[src/hw/rtl/area_average_downscale_assert.svh]
// assertion macros for the area average downscaler
// used by the top level only
`ifndef AREA_AVERAGE_DOWNSCALE_ASSERT_SVH
`define AREA_AVERAGE_DOWNSCALE_ASSERT_SVH
// implication checked on every clock, off during reset
`define AAD_ASSERT_IMPL(label, clk, rst_n, cond, expr, msg) \
    label: assert property (@(posedge clk) disable iff (!rst_n) (cond) |-> (expr)) \
        else $error(msg);
// next-cycle implication
`define AAD_ASSERT_NEXT(label, clk, rst_n, cond, expr, msg) \
    label: assert property (@(posedge clk) disable iff (!rst_n) (cond) |=> (expr)) \
        else $error(msg);
`endif

[src/hw/rtl/aad_pkg.sv]
// shared constants and types for the area average downscaler
// no dependencies
package aad_pkg;
    localparam int MaxGrid   = 64;
    localparam int MaxSource = 1024;
    localparam int SumW      = 28;
    localparam int DimW      = 11;
    localparam int SizeW     = 7;
    localparam int CntW      = 21;
    localparam logic [7:0] FullAlpha = 8'd255;

    localparam logic [1:0] REG_WIDTH  = 2'd0;
    localparam logic [1:0] REG_HEIGHT = 2'd1;
    localparam logic [1:0] REG_SIZE   = 2'd2;
    localparam logic [1:0] REG_ALPHA  = 2'd3;

    typedef enum logic [1:0] {
        DIV_IDLE,
        DIV_RUN,
        DIV_DONE
    } div_state_t;

    // finished cell handed from the front end to the divider
    typedef struct packed {
        logic [5:0]      cell_x;
        logic [5:0]      cell_y;
        logic            last;
        logic [CntW-1:0] count;
        logic [SumW-1:0] sum_r;
        logic [SumW-1:0] sum_g;
        logic [SumW-1:0] sum_b;
        logic [SumW-1:0] sum_a;
    } cell_t;
endpackage

[src/hw/rtl/aad_divider.sv]
// sequential restoring divider for four channel sums by one pixel count
// depends on aad_pkg
module aad_divider
    import aad_pkg::*;
(
    input  logic        clk,
    input  logic        rst_n,
    input  logic        in_valid,
    output logic        in_ready,
    input  cell_t       in_cell,
    output logic        out_valid,
    input  logic        out_ready,
    output logic [5:0]  cell_x,
    output logic [5:0]  cell_y,
    output logic [7:0]  red_avg,
    output logic [7:0]  green_avg,
    output logic [7:0]  blue_avg,
    output logic [7:0]  alpha_avg,
    output logic        last_of_frame
);
    localparam int StepW = $clog2(SumW + 1);

    div_state_t        state_reg, state_next;
    logic [StepW-1:0]  step_reg;
    cell_t             cell_reg;
    logic [SumW-1:0]   quo_reg [4];
    logic [SumW:0]     rem_reg [4];
    logic [SumW-1:0]   num_reg [4];
    logic [SumW:0]     trial   [4];
    logic [SumW:0]     shifted [4];

    // next state
    always_comb
    begin
        state_next = state_reg;
        case (state_reg)
            DIV_IDLE: if (in_valid) state_next = DIV_RUN;
            DIV_RUN:  if (step_reg == StepW'(SumW - 1)) state_next = DIV_DONE;
            DIV_DONE: if (out_ready) state_next = DIV_IDLE;
            default:  state_next = DIV_IDLE;
        endcase
    end

    // outputs
    always_comb
    begin
        in_ready  = (state_reg == DIV_IDLE);
        out_valid = (state_reg == DIV_DONE);
    end

    // one quotient bit per cycle on each channel
    always_comb
    begin
        for (int c = 0; c < 4; c++)
        begin
            shifted[c] = {rem_reg[c][SumW-1:0], num_reg[c][SumW-1]};
            trial[c]   = shifted[c] - {{(SumW + 1 - CntW){1'b0}}, cell_reg.count};
        end
    end

    always_ff @(posedge clk or negedge rst_n)
    begin
        if (!rst_n)
        begin
            state_reg <= DIV_IDLE;
            step_reg  <= '0;
        end
        else
        begin
            state_reg <= state_next;
            if (state_reg == DIV_RUN)
                step_reg <= step_reg + 1'b1;
            else
                step_reg <= '0;
        end
    end

    always_ff @(posedge clk)
    begin
        if (state_reg == DIV_IDLE && in_valid)
        begin
            cell_reg   <= in_cell;
            num_reg[0] <= in_cell.sum_r;
            num_reg[1] <= in_cell.sum_g;
            num_reg[2] <= in_cell.sum_b;
            num_reg[3] <= in_cell.sum_a;
            for (int c = 0; c < 4; c++)
            begin
                rem_reg[c] <= '0;
                quo_reg[c] <= '0;
            end
        end
        else if (state_reg == DIV_RUN)
        begin
            for (int c = 0; c < 4; c++)
            begin
                num_reg[c] <= {num_reg[c][SumW-2:0], 1'b0};
                if (!trial[c][SumW])
                begin
                    rem_reg[c] <= trial[c];
                    quo_reg[c] <= {quo_reg[c][SumW-2:0], 1'b1};
                end
                else
                begin
                    rem_reg[c] <= shifted[c];
                    quo_reg[c] <= {quo_reg[c][SumW-2:0], 1'b0};
                end
            end
        end
    end

    assign cell_x        = cell_reg.cell_x;
    assign cell_y        = cell_reg.cell_y;
    assign last_of_frame = cell_reg.last;
    assign red_avg       = quo_reg[0][7:0];
    assign green_avg     = quo_reg[1][7:0];
    assign blue_avg      = quo_reg[2][7:0];
    assign alpha_avg     = quo_reg[3][7:0];
endmodule

[config.mk]
export PLATFORM = sky130hd
export DESIGN_NAME = aad_divider
export DESIGN_NICKNAME = d
export VERILOG_FILES = /design/src/hw/rtl/area_average_downscale_assert.svh /design/src/hw/rtl/aad_pkg.sv /design/src/hw/rtl/aad_divider.sv
export SDC_FILE = /design/constraint.sdc
export NUM_CORES = 1
export LEC_CHECK = 0
export ABC_AREA = 1
export BUFFER_PORTS_ARGS = -buffer_cell sky130_fd_sc_hd__buf_2
export CORE_MARGIN = 2
export CORE_UTILIZATION = 60
export CTS_CLUSTER_SIZE = 16
export DETAILED_ROUTE_END_ITERATION = 8
export PLACE_DENSITY = 0.81
export SETUP_SLACK_MARGIN = 0.3
export SYNTH_ARGS = -nofsm -noshare
export SYNTH_HDL_FRONTEND = slang
export SYNTH_SLANG_ARGS = --single-unit
[constraint.sdc]
create_clock -name clk -period 18.5 [get_ports clk]
set_input_delay 2.775 -clock clk [delete_from_list [all_inputs] [get_ports clk]]
set_output_delay 2.775 -clock clk [all_outputs]
set_load 0.05 [all_outputs]
=== Word level (Yosys, flattened, before mapping) ===
Memory sizes are Yosys's and may differ from the RTL's.
Index checks and enable logic that the tools add are counted.

* Mux-type cells: 62
* Bitwise gates (word level): 20
* $add $sub $neg: 5
* Reduce and logical (&&, ||, !) cells: 3
* Equality and inequality tests: 6

{| class="wikitable"
|+ Operators by type and width
! operator !! count
|-
| $mux 28 || 12
|-
| $mux 29 || 8
|-
| $sub 29x21->29 || 4
|-
| $mux 1 || 37
|-
| $or 1x1->1 || 20
|-
| $mux 2 || 3
|-
| $pmux 2 s3 || 1
|-
| $add 5x1->5 const B || 1
|-
| $eq 5x5->1 const B || 1
|-
| $mux 5 || 1
|-
| $ne 2x2->1 const B || 2
|-
| $reduce_and 3->1 || 1
|-
| $eq 2x1->1 const B || 1
|-
| $eq 2x2->1 const B || 1
|-
| $logic_not 2->1 || 1
|-
| $ne 2x1->1 const B || 1
|-
| $logic_and 1x1->1 || 1
|}

* RAM bits: 340
* Flip-flop bits (word level): 41
* Bits of input ports: 150
* Memories kept: 3

{| class="wikitable"
|+ Memories
! memory !! depth !! width !! rd ports !! clocked after Yosys merged registers in !! write ports !! RTL line !! source
|-
| rem_reg || 4 || 29 || 4 || 0 || 4 || aad_divider.sv:27 || <nowiki>logic [SumW:0] rem_reg [4];</nowiki>
|-
| num_reg || 4 || 28 || 4 || 0 || 4 || aad_divider.sv:28 || <nowiki>logic [SumW-1:0] num_reg [4];</nowiki>
|-
| quo_reg || 4 || 28 || 4 || 0 || 4 || aad_divider.sv:26 || <nowiki>logic [SumW-1:0] quo_reg [4];</nowiki>
|}

=== Logic depth before layout (Yosys ltp) ===
* Depth in word-level cells: 7
* Gate-level depth with buffers: 16
* Depth with buffers taken out: 15

=== Worst setup path after synthesis ===
No wires, ideal clock.

* Path type: input -> register
* From: input in_valid
* To: memory num_reg[0][10] (enable)
* Required time: 16.557 ns
* Path buffers: 0
* Path slack: 9.571 ns
* Arrival: 6.986 ns
* Stages: 2
* Path through: nand2_1 -> nand2_1

{| class="wikitable"
|+ RTL lines
! element !! RTL line !! source
|-
| start, declared || aad_divider.sv:8 || <nowiki>input logic in_valid,</nowiki>
|-
| end, declared || aad_divider.sv:28 ||
|}

==> impl_results.md <==
- Register area share after synthesis: 0.4576
- VDD IR max: 0.1437 mV
- Max Transition Viols Final: 0
- Gr usage total: 0.2933
- Area of the die: 33700 um^2
- Synth area leader: edfxtp_1
- Count leader, synth: nand2_1
- Yosys top cell area share: 0.4455
- Gp weighted congestion: 0.9686
- Post-route ant nets: 0
- Clk network pwr share: 0.152
- Setup TNS: 0 ns
- H-tree depth: 2
- Die H: 183.6 um
- MaxCap Viol Count: 0
- Ports: 197
- Switching fraction of total power: 0.4537
- YS warnings: 0
- Global-route wire length before repair: between 70 and 80 mm
- Resize count post-CTS: 0
- Sw Pwr: 2006 uW
- Layout area overhead: 11.94%
- FILL cells: 2448
- Clk Latency, worst-skew pair: 0.52 ns
- Syn Nets: 2550
- Asr flop ratio synth: 0.02357
- Clock slew at reported path FFs: ~0.060 ns
- Routed length per placed instance: 16.78 um
- Bufs on Longest Clock Path: 3
- Core Util, Final: 0.6846
- Worst endpoint required time: 18.62 ns
- Post-Syn Area: 19350 um^2
- Setup crit start kind: input pin
- Int Power: between 2000 and 2500 uW
- Final count of negative-setup-slack endpoints: 0
- Core box area: 31640 um^2
- FP Rows: 65
- Max frequency: 0.2148 GHz
- Hold path depth: 1
- Initial antenna violation count: 0
- P per Cell Area: slightly above 200 nW/um^2
- Slowest cell on the critical path: nand2_4
- Total Wirelength: just under 50 mm
- Starting Density: 0.6115
- Logic pwr share: 0.531
- Vias per cell: approximately 5.7
- FF-to-FF path depth: 12
- Grt ovf: 0
- Tightest Hold Check Type: reg2reg
- Syn avg cell area: 8.372 um^2
- Hold Vio Cnt, Final: 0
- Hold WS: 0.4634 ns
- Ys flop type: edfxtp_1
- Port Buf Inserts: 196
- Share of cells above drive strength 1: 0.1512
- WS Path Type: in2reg
- Diode count: 0
- CTS tree: done
- Final Cycle Share: 0.2516
- Unique masters post-synth: 46
- Drt first-iter violations: 1180
- Post-DP HPWL: around 35 mm
- Reg power frac: 0.317
- CP Cell Sequence: buf_2, nand2_1, nand2_4, buf_12
- Max_slew headroom: 0.3006
- Vias in the first global route: 15990
- Leakage power total: ~0.01 uW
- CTS buffer count: 34
- Min Tclk post-route: between 4 and 5 ns
- Vias: between 15000 and 20000
- Placed Area: 20550 um^2
- Family with the most delay on the worst path: simple AND/OR/NAND/NOR gates
- Final Net Count: 2720
- Post-CTS Setup Bufs: 0
- Worst Path Buf+Inv: 2
- Clock skew: between 0.02 and 0.03 ns
- Post-route cell area: 21660 um^2
- First-pass detailed-route iteration total: 6
- Outcome: completed
- Number of cells on the critical path: 4
- Die width: 183.6 um
- Unrepaired setup endpoints after global routing: false
- Drt drc: 0
- Flops & latches, synth: 297
- Critical path data arrival time: 4.78 ns
- EDFF count, synth: 287
- Hold-fix buffers, CTS: 0
- Worst setup EP type: register
- Main area contributors after synthesis: edfxtp_1, nand2_1, ha_1
- Largest net degree at the start of global routing: 176
- Root Buffer: clkbuf_16
- Maximum fanout along the worst path: 175
- CTS sink cnt: 297
- Cells after synthesis: 2311
- Top cells by count, synth: nand2_1, edfxtp_1, inv_1
- Worst-margin pin slew: between 1 and 1.5 ns
- Worst path max stage delay: 0.83 ns
==> power groups by stage <==
| stage | clock (uW) | combinational, uW | sequential, uW |
|---|---|---|---|
| floorplan | 0 | 1720 | 1510 |
| global placement | 0 | 2250 | 1400 |
| detailed placement | 0 | 2320 | 1400 |
| CTS | 682 | 2330 | 1400 |
| global route | 709 | 2630 | 1430 |
| finish | 673 | 2350 | 1400 |
==> per-layer routing <==
metal	vias to the layer above	global-route usage	routed length, um
met1	7608	0.3833	20610
met2	652	0.4756	22490
met4	0	0.1286	2039
li1	8098	-	-
met5	-	0	0
met3	120	0.05923	3666
==> cell usage in the layout (no fill, tap or decap), types with 27 or more instances in the layout <==
master,Yosys,routed
nor2_1,244,244
edfxtp_1,287,287
nand3_1,123,123
a22o_1,81,81
xnor2_1,27,27
o21ai_0,110,110
buf_2,7,196
clkbuf_16,0,35
nand4_1,61,61
ha_1,85,85
xor2_1,48,48
a21oi_1,93,93
nand2_1,597,595
nor2_2,56,56
inv_1,272,271
==> final cells by class <==
type | instances | area [um^2] | share of cell area
Clock buffer | 40 | 904.6 | 0.04177
Clock inverter | 21 | 203.9 | 0.009417
Inverter | 292 | 1121 | 0.05177
Multi-Input combinational cell | 1656 | 9047 | 0.4178
Sequential cell | 297 | 8853 | 0.4088
Tap cell | 402 | 503.0 | 0.02322
Timing Repair Buffer | 200 | 1023 | 0.04726
==> logic make-up (layout without fill, tap and decap cells) <==
group	after synthesis	in the layout	share of synthesized area
buffers and inverters	358	553	0.07554
DFF	297	297	0.4576
AOI/OAI and AO/OA	328	328	0.1070
adders and majority gates	89	89	0.05911
and+or+nand+nor	1164	1164	0.2668
xor gates and xnor gates	75	75	0.03395
==> stage by stage <==
stage	instances	worst slack [ns]	total power, uW
after floorplan	2311	9.571	3229
after global placement	2847	13.37	3646
after detailed placement	2847	13.32	3720
after CTS	2908	13.84	4412
after global routing	2908	13.69	4774
final	2908	13.85	4422
==> worst paths after layout <==
kind / from / endpoint / slack, ns
worst min-delay path: step_reg[0] / step_reg[0] / 0.46
min in group asynchronous: rst_n / step_reg[4] / 2.09
worst max register to register: cell_reg[113] / rem_reg[3][24] / 14.95
max in group asynchronous: rst_n / step_reg[1] / 16.25
worst max-delay path: in_valid / rem_reg[2][14] / 13.85
worst min register to register: step_reg[0] / step_reg[0] / 0.46
No activity file was read; power rests on OpenSTA's default activity.
