File: config.mk
export PLATFORM = sky130hd
export DESIGN_NAME = aad_ram
export DESIGN_NICKNAME = d
export VERILOG_FILES = /design/src/hw/rtl/area_average_downscale_assert.svh /design/src/hw/rtl/aad_ram.sv
export SDC_FILE = /design/constraint.sdc
export NUM_CORES = 1
export LEC_CHECK = 0
export BUFFER_PORTS_ARGS = -buffer_cell sky130_fd_sc_hd__buf_2
export CAP_MARGIN = 40
export CORE_MARGIN = 10
export CORE_UTILIZATION = 50
export DETAILED_ROUTE_END_ITERATION = 10
export GPL_TIMING_DRIVEN = 0
export PLACE_DENSITY = 0.72
export SLEW_MARGIN = 20
export SYNTH_ARGS = -nofsm -noshare
export SYNTH_HDL_FRONTEND = slang
export SYNTH_SLANG_ARGS = --single-unit
File: constraint.sdc
create_clock -name clk -period 2.27 [get_ports clk]
set_input_delay 0.1135 -clock clk [delete_from_list [all_inputs] [get_ports clk]]
set_output_delay 0.1135 -clock clk [all_outputs]
set_load 0.01 [all_outputs]
File: src/hw/rtl/area_average_downscale_assert.svh
// assertion macros for the area average downscaler
// used by the top level only
`ifndef AREA_AVERAGE_DOWNSCALE_ASSERT_SVH
`define AREA_AVERAGE_DOWNSCALE_ASSERT_SVH
// implication checked on every clock, off during reset
`define AAD_ASSERT_IMPL(label, clk, rst_n, cond, expr, msg) \
    label: assert property (@(posedge clk) disable iff (!rst_n) (cond) |-> (expr)) \
        else $error(msg);
// next-cycle implication
`define AAD_ASSERT_NEXT(label, clk, rst_n, cond, expr, msg) \
    label: assert property (@(posedge clk) disable iff (!rst_n) (cond) |=> (expr)) \
        else $error(msg);
`endif

File: src/hw/rtl/aad_ram.sv
// generic single-port-write, single-read ram with registered read
// no dependencies
module aad_ram #(
    parameter int Width = 8,
    parameter int Depth = 64
) (
    input  logic                     clk,
    input  logic                     we,
    input  logic [$clog2(Depth)-1:0] waddr,
    input  logic [Width-1:0]         wdata,
    input  logic [$clog2(Depth)-1:0] raddr,
    output logic [Width-1:0]         rdata
);
    logic [Width-1:0] mem [Depth];

    // write port and registered read port
    always_ff @(posedge clk)
    begin
        if (we)
        begin
            mem[waddr] <= wdata;
        end
        rdata <= mem[raddr];
    end
endmodule

Word-level counts from Yosys, hierarchy flattened
Memory sizes are Yosys's and may differ from the RTL's. A register that Yosys moved wholly into a read port is not among the register bits.
Index checks and enable logic that the tools add are counted.
{"block": "word_totals", "reg_bits": 0, "ramBits": 512, "inputBits": 22, "output_inout_bits": 8, "wordCells": 3, "mem_count": 1}
{"name": "mem", "words": 64, "width": 8, "read_ports": 1, "rd_clocked_by_memory_dff": 1, "write_ports": 1, "line": "aad_ram.sv:14", "text": "logic [Width-1:0] mem [Depth];"}
{"block": "op_classes", "mux": 2}
{"operator": "1-bit two-way mux", "n": 2}

Logic depth before layout (Yosys ltp)
Gate-level depths: netlist (run 1).
{"block": "logic_depth", "word_depth": 2, "mapped_depth": 9, "depth_no_buf": 5}

Worst setup path before layout (run 1)
No wires, ideal clock.
{"block": "synth_path", "path_type": "input -> register", "start": "in raddr[1]", "end": "reg rdata[3], read port of mem", "setup_time_ps": 128, "arrival_time_ps": 1653, "path_slack_ps": 489, "cell_stages": 7, "path_buffers": 3, "cell_sequence": "buf_4 > buf_2 > buf_2 > mux4_2 > mux4_2 > o21ai_1 > o41ai_1"}
{"item": "from (decl)", "line": "aad_ram.sv:11", "text": "input logic [$clog2(Depth)-1:0] raddr,"}
{"item": "to (decl)", "line": "aad_ram.sv:12", "text": "output logic [Width-1:0] rdata"}

==> flow_summary.yaml, run 1 <==
cts:
  clkLatencyLatePin_ns: 0.57
  post_cts_buffers: 0
  h-tree-depth: 2
  numCtsBuffers: 50
  cts.path.max_buffers: 3
  cts_tree: "built"
  clock-sinks: 520
  clkTransAtPathRegs_ns: 0.06
  root_buffer: "clkbuf_16"
route:
  dr.first_iter.drc_count: 1335
  wl_um: 46700
  wl_met3_um: 4730
  drc: 0
  top_layer: "met5"
  vias: 10100
  wl_met2_um: 22300
  antenna_left: 0
  via_per_inst: 6.20
  avgRoutedWirePerCell_um: 28.8
  met1_length_um: 18100
  drtPass1Iterations: 6
cells_and_area:
  layout.cells.non_filler: 1621
  final_cell_area_um2: 23100
  synthToLayoutAreaGrowth_pct: 14.5
  nets: 1077
  drive_gt1_share_pct: 28.3
power:
  power_frac_comb_pct: 5.4
  peakVddDrop_mv: 0.619
  cellPowerDensity_nw_per_um2: 879
  power_mw: 20.3
  switching_share_pct: 20.4
  pwr-share-seq_pct: 52.4
  p_leak_nw: 7.31
  p_sw_mw: 4.13
  internal-power_mw: 16.2
  clockPowerShare_pct: 42.2
logic_synthesis:
  postSynthAreaPerCell_um2: 21.5
  synthFlopType: "edfxtp_1"
  yosys.area.top_type: "edfxtp_1"
  synth_cell_types: 40
  synth-edff-count: 512
  synth_top_area_share_pct: 76.2
  synth_seq_cells: 520
  synth_area_leaders: "edfxtp_1 76%, mux4_2 14%, nor2_1 1.5%, mux2i_1 1.1%, dfxtp_1 0.79%"
  netlist_top_cells_count: "512 x edfxtp_1, 126 x mux4_2, 83 x nor2_1"
  ys_async_sr_fraction_pct: 0
  netlist_instances: 940
  syn_area_um2: 20200
  ys_warn_count: 0
  synth_fp_nets: 962
  synth.most_common_cell: "edfxtp_1"
  synth-seq-area-share_pct: 77.0
floorplanning:
  io-pin-count: 30
  coreArea_um2: 39800
  rows: 73
  start_util_pct: 50.6
  dieArea_um2: 48800
  dieHeight_um: 221
  die_width_um: 221
placement:
  placed_cell_area_um2: 21200
  dpl.hpwl_um: 31000
  gp_congestion: 0.902
  io_buffers: 21
  post-place-ws_ns: -0.649
  place_inst: 1510
sta:
  fin_setup_tns_ns: 0
  fmax_mhz: 451
  finalCriticalPeriod_ns: 2.22
  period_share_pct: 97.7
  slew_headroom_pct: 40.1
  drv_slew: 0
  setup_slack_ns: 0.0524
  setup_violations: 0
  worst_pin_slew_ns: 0.899
  final_hold_viol_count: 0
  fin_worst_skew_ns: 0.00811
  rsz0062_at_grt: "no"
global_route:
  grt_usage_pct: 18.6
  overflow: 0
  antenna_found_initial: 5
  grt_max_degree: 65
  first_global_vias: 10100
  grt_pass1_wl_um: 68200
worst_setup_path:
  end_kind: "flop"
  cp-start-kind: "input pin"
  criticalPathCategory: "in -> reg"
  worstPathRequired_ns: 2.66
  path_max_fanout: 19
  arrival_ns: 2.61
job:
  maxCapViolCount: 0
worst_hold_path:
  min_path_type: "in -> reg"
outcome:
  status: "complete, no violations"
per-layer routing:
metal / GRT usage [%] / vias to the layer above
li1: - / 4159
met1: 25.4 / 5221
met5: 0 / -
met3: 4.53 / 116
met2: 29.2 / 553
met4: 5.83 / 8
critical path, stage by stage:
cell and delay [ns]:
buf_2 0.19, buf_4 0.34, clkbuf_1 0.72, mux4_2 0.44, o221ai_1 0.30, a21oi_1 0.08
o21ai_0 0.17, nand2_1 0.23
kinds of logic (layout without fill, tap and decap cells):
family | count (synthesis) | count (layout) | synth area share, %
DFF | 520 | 520 | 77.0
other | 0 | 1 | 0
muxes | 162 | 162 | 15.9
and+or+nand+nor | 153 | 153 | 3.39
buffers and inverters | 51 | 206 | 1.57
AOI/OAI and AO/OA | 54 | 54 | 2.07
layout by cell type (no fill, tap or decap), types with 13 or more instances in the layout:
| cell type | count |
|---|---|
| nand3_1 | 13 |
| nor2b_1 | 14 |
| mux2_2 | 13 |
| clkbuf_1 | 24 |
| clkbuf_16 | 53 |
| buf_2 | 31 |
| buf_4 | 43 |
| mux4_2 | 126 |
| mux2i_1 | 23 |
| nor2_1 | 83 |
| edfxtp_1 | 512 |
| nand2_1 | 19 |
power by group through the flow:
| stage | Sequential, mW | Combinational (mW) | Clock, mW |
|---|---|---|---|
| 6_report | 10.6 | 1.09 | 8.57 |
| 3_3_place_gp | 10.8 | 1.01 | 0 |
| 3_5_place_dp | 10.8 | 1.07 | 0 |
| 2_1_floorplan | 10.9 | 0.566 | 0 |
| 5_1_grt | 10.6 | 1.15 | 9.04 |
| 4_1_cts | 10.6 | 1.08 | 8.69 |
through the flow:
step	hold WS, ns	util (%)
6_report	0.0113	58.0
5_1_grt	0.0212	58.0
4_1_cts	0.00426	57.6
3_5_place_dp	0.515	53.3
3_3_place_gp	0.515	52.6
2_1_floorplan	0.212	-
repair_timing:
item / in CTS / in global routing
hold buffers: 3 / 0
gates resized for setup: 0 / 5
endpoints found under the hold margin: 36 / 0
endpoints found under the setup margin: 1 / 3
state kept, by name, summed over array words and instances (netlist names):
signal / flops
mem: 512
rdata: 8
final timing paths:
kind | startpoint | to | slack [ns] | cells after the start
setup / recovery | raddr[2] | rdata[7]$_DFF_P_ | 0.05 | 8
hold / removal | wdata[1] | mem[21][1]$_DFFE_PP_ | 0.01 | 1
setup reg to reg | mem[34][7]$_DFFE_PP_ | rdata[7]$_DFF_P_ | 0.10 | 4
hold reg to reg | mem[46][3]$_DFFE_PP_ | rdata[3]$_DFF_P_ | 1.00 | 5
layout make-up:
class / instances / area (µm²)
diodes: 1 / 2.50
plain buffers: 50 / 314
clock buffers: 65 / 1400
clock inverters: 27 / 305
fillers: 2867 / 16700
multi-input cells: 369 / 4340
flip-flops and latches: 520 / 15500
well taps: 525 / 657
repair buffers: 64 / 533
Power figures use the tool's default switching activity.
==> run 2, diff against run 1 <==
--- a/config.mk
+++ b/config.mk
@@ -9,9 +9,11 @@
 export CAP_MARGIN = 40
 export CORE_MARGIN = 10
 export CORE_UTILIZATION = 50
+export CTS_BUF_LIST = sky130_fd_sc_hd__clkbuf_2 sky130_fd_sc_hd__clkbuf_4 sky130_fd_sc_hd__clkbuf_8
 export DETAILED_ROUTE_END_ITERATION = 10
 export GPL_TIMING_DRIVEN = 0
 export PLACE_DENSITY = 0.72
+export SKIP_CTS_REPAIR_TIMING = 1
 export SLEW_MARGIN = 20
 export SYNTH_ARGS = -nofsm -noshare
 export SYNTH_HDL_FRONTEND = slang
==> flow_summary.yaml, run 2 (same netlist as run 1, synthesis figures left out) <==
placement:
  place_inst: 1510
  io_buffers: 21
  placed_cell_area_um2: 21200
  gp_congestion: 0.902
  dpl.hpwl_um: 31000
worst_setup_path:
  end_kind: "flop"
  cp_cell_sequence: "buf_2, clkbuf_1, clkbuf_1, a2111oi_0, buf_1, o41ai_1"
  rr_startpoint: "mem[21][4]$_DFFE_PP_"
  critPathMaxStageDelay_ns: 0.76
  worstPathRequired_ns: 2.68
  criticalPathCategory: "in -> reg"
  rrSetupSlack_ns: 0.06
  arrival_ns: 2.68
  cp_slowest_cell: "o41ai_1"
  critPathTopFamily: "buffers and inverters"
  cp-start-kind: "input pin"
  worst-path-buf-inv: 4
  path_max_fanout: 10
  rr_worst_depth: 5
  cpMostUsedCell: "clkbuf_1"
  timing.rr.end: "rdata[4]$_DFF_P_"
route:
  wl_met3_um: 5210
  avgRoutedWirePerCell_um: 28.3
  drtPass1Iterations: 6
  top_layer: "met5"
  antenna_left: 0
  dr.first_iter.drc_count: 1456
  vias: 10200
  drc: 0
  wl_met2_um: 22500
  met1_length_um: 18100
  via_per_inst: 6.12
  wl_um: 47200
global_route:
  first_global_vias: 10300
  grt_usage_pct: 18.8
  grt_max_degree: 65
  antenna_found_initial: 3
  overflow: 0
  grt_pass1_wl_um: 68200
cts:
  numCtsBuffers: 79
  clkLatencyLatePin_ns: 0.62
  root_buffer: "clkbuf_8"
  cts.path.max_buffers: 3
  h-tree-depth: 3
  clkTransAtPathRegs_ns: 0.06
  cts_tree: "built"
  clock-sinks: 520
sta:
  drv_slew: 0
  fin_worst_skew_ns: 0.0230
  slew_headroom_pct: 41.9
  setup_violations: 0
  worst_pin_slew_ns: 0.871
  final_hold_viol_count: 0
  rsz0062_at_grt: "no"
  holdWs_ns: 0.0347
  period_share_pct: 99.9
  finalCriticalPeriod_ns: 2.27
  fmax_mhz: 441
cells_and_area:
  final_cell_mix: "512 x edfxtp_1, 126 x mux4_2, 83 x nor2_1"
  post-route-util_pct: 57.4
  fillCellCount: 2941
  layout.cells.non_filler: 1669
  largest_reg_flops: 512
  top_register: "mem"
  drive_gt1_share_pct: 31.5
  nets: 1112
  reg.largest.list: "mem (512), rdata (8)"
  synthToLayoutAreaGrowth_pct: 13.4
  final_cell_area_um2: 22900
  final_common_cell: "edfxtp_1"
power:
  p_leak_nw: 7.26
  cellPowerDensity_nw_per_um2: 829
  peakVddDrop_mv: 0.560
job:
  maxCapViolCount: 0
floorplanning:
  start_util_pct: 50.6
  dieArea_um2: 48800
  io-pin-count: 30
  rows: 73
  die_width_um: 221
  dieHeight_um: 221
  coreArea_um2: 39800
outcome:
  status: "complete, no violations"
worst_hold_path:
  min_path_type: "in -> reg"
  min_to: "mem[12][2]$_DFFE_PP_"
  min_from: "wdata[2]"
  whs_path_depth: 1
==> run 2: cell types whose count changed in the layout (fill, tap and decap cells not counted), sizes merged <==
cell / change
dlygate4sd3: +2
bufinv: -7
inv: -1
clkbuf: +44
buf: +3
clkinv: +4
clkinvlp: +3
==> run 2: layout make-up <==
cell class                 instances  area [µm²]  share of cell area [%]
antenna                            1        2.50                  0.0109
buffer                            51         319                    1.40
clock buffer                     108        1320                    5.79
clock inverter                    26         125                   0.547
multi-input combinational        369        4330                    18.9
sequential                       520       15500                    67.9
tap                              525         657                    2.87
timing repair buffer              69         576                    2.52
==> run 2: worst reg2reg max path, cell delays in order, from the launching register on <==
cell and delay [ns]:
edfxtp_1 0.35, mux4_2 0.49, mux2_2 0.31, o221a_2 0.29, nor3_1 0.39, o32ai_1 0.22
==> run 2: how the worst max path moves through the flow <==
| stage | startpoint | endpoint | slack, ns | cells after the start |
|---|---|---|---|---|
| 5_1_grt | mem[21][4]$_DFFE_PP_ | rdata[4]$_DFF_P_ | 0.02 | 5 |
| 2_1_floorplan | raddr[1] | rdata[3]$_DFF_P_ | 0.49 | 7 |
| 3_5_place_dp | raddr[2] | rdata[3]$_DFF_P_ | -0.65 | 7 |
| 6_report | raddr[3] | rdata[3]$_DFF_P_ | 0.002 | 6 |
| 4_1_cts | raddr[2] | rdata[3]$_DFF_P_ | -0.04 | 7 |
| 3_3_place_gp | raddr[2] | rdata[3]$_DFF_P_ | -0.58 | 7 |
==> run 2: where the power goes <==
group          switching, mW  total [mW]  internal [mW]
registers             0.0187        10.6           10.6
clock network           3.46        7.22           3.76
logic                  0.681        1.09          0.414
==> run 2: layer usage <==
layer | GRT usage (%) | up-vias
li1 | - | 4239
met1 | 25.3 | 5299
met2 | 29.2 | 577
met3 | 5.06 | 102
met4 | 6.27 | 4
met5 | 0 | -
==> run 2: stage by stage <==
stage | power [mW] | worst slack, ns | setup TNS, ns
finish | 19.0 | 0.00236 | 0
global placement | 11.9 | -0.582 | -9.34
global route | 19.5 | 0.0209 | 0
floorplan | 11.4 | 0.489 | 0
CTS | 19.0 | -0.0368 | -0.0368
detailed placement | 11.9 | -0.649 | -15.68
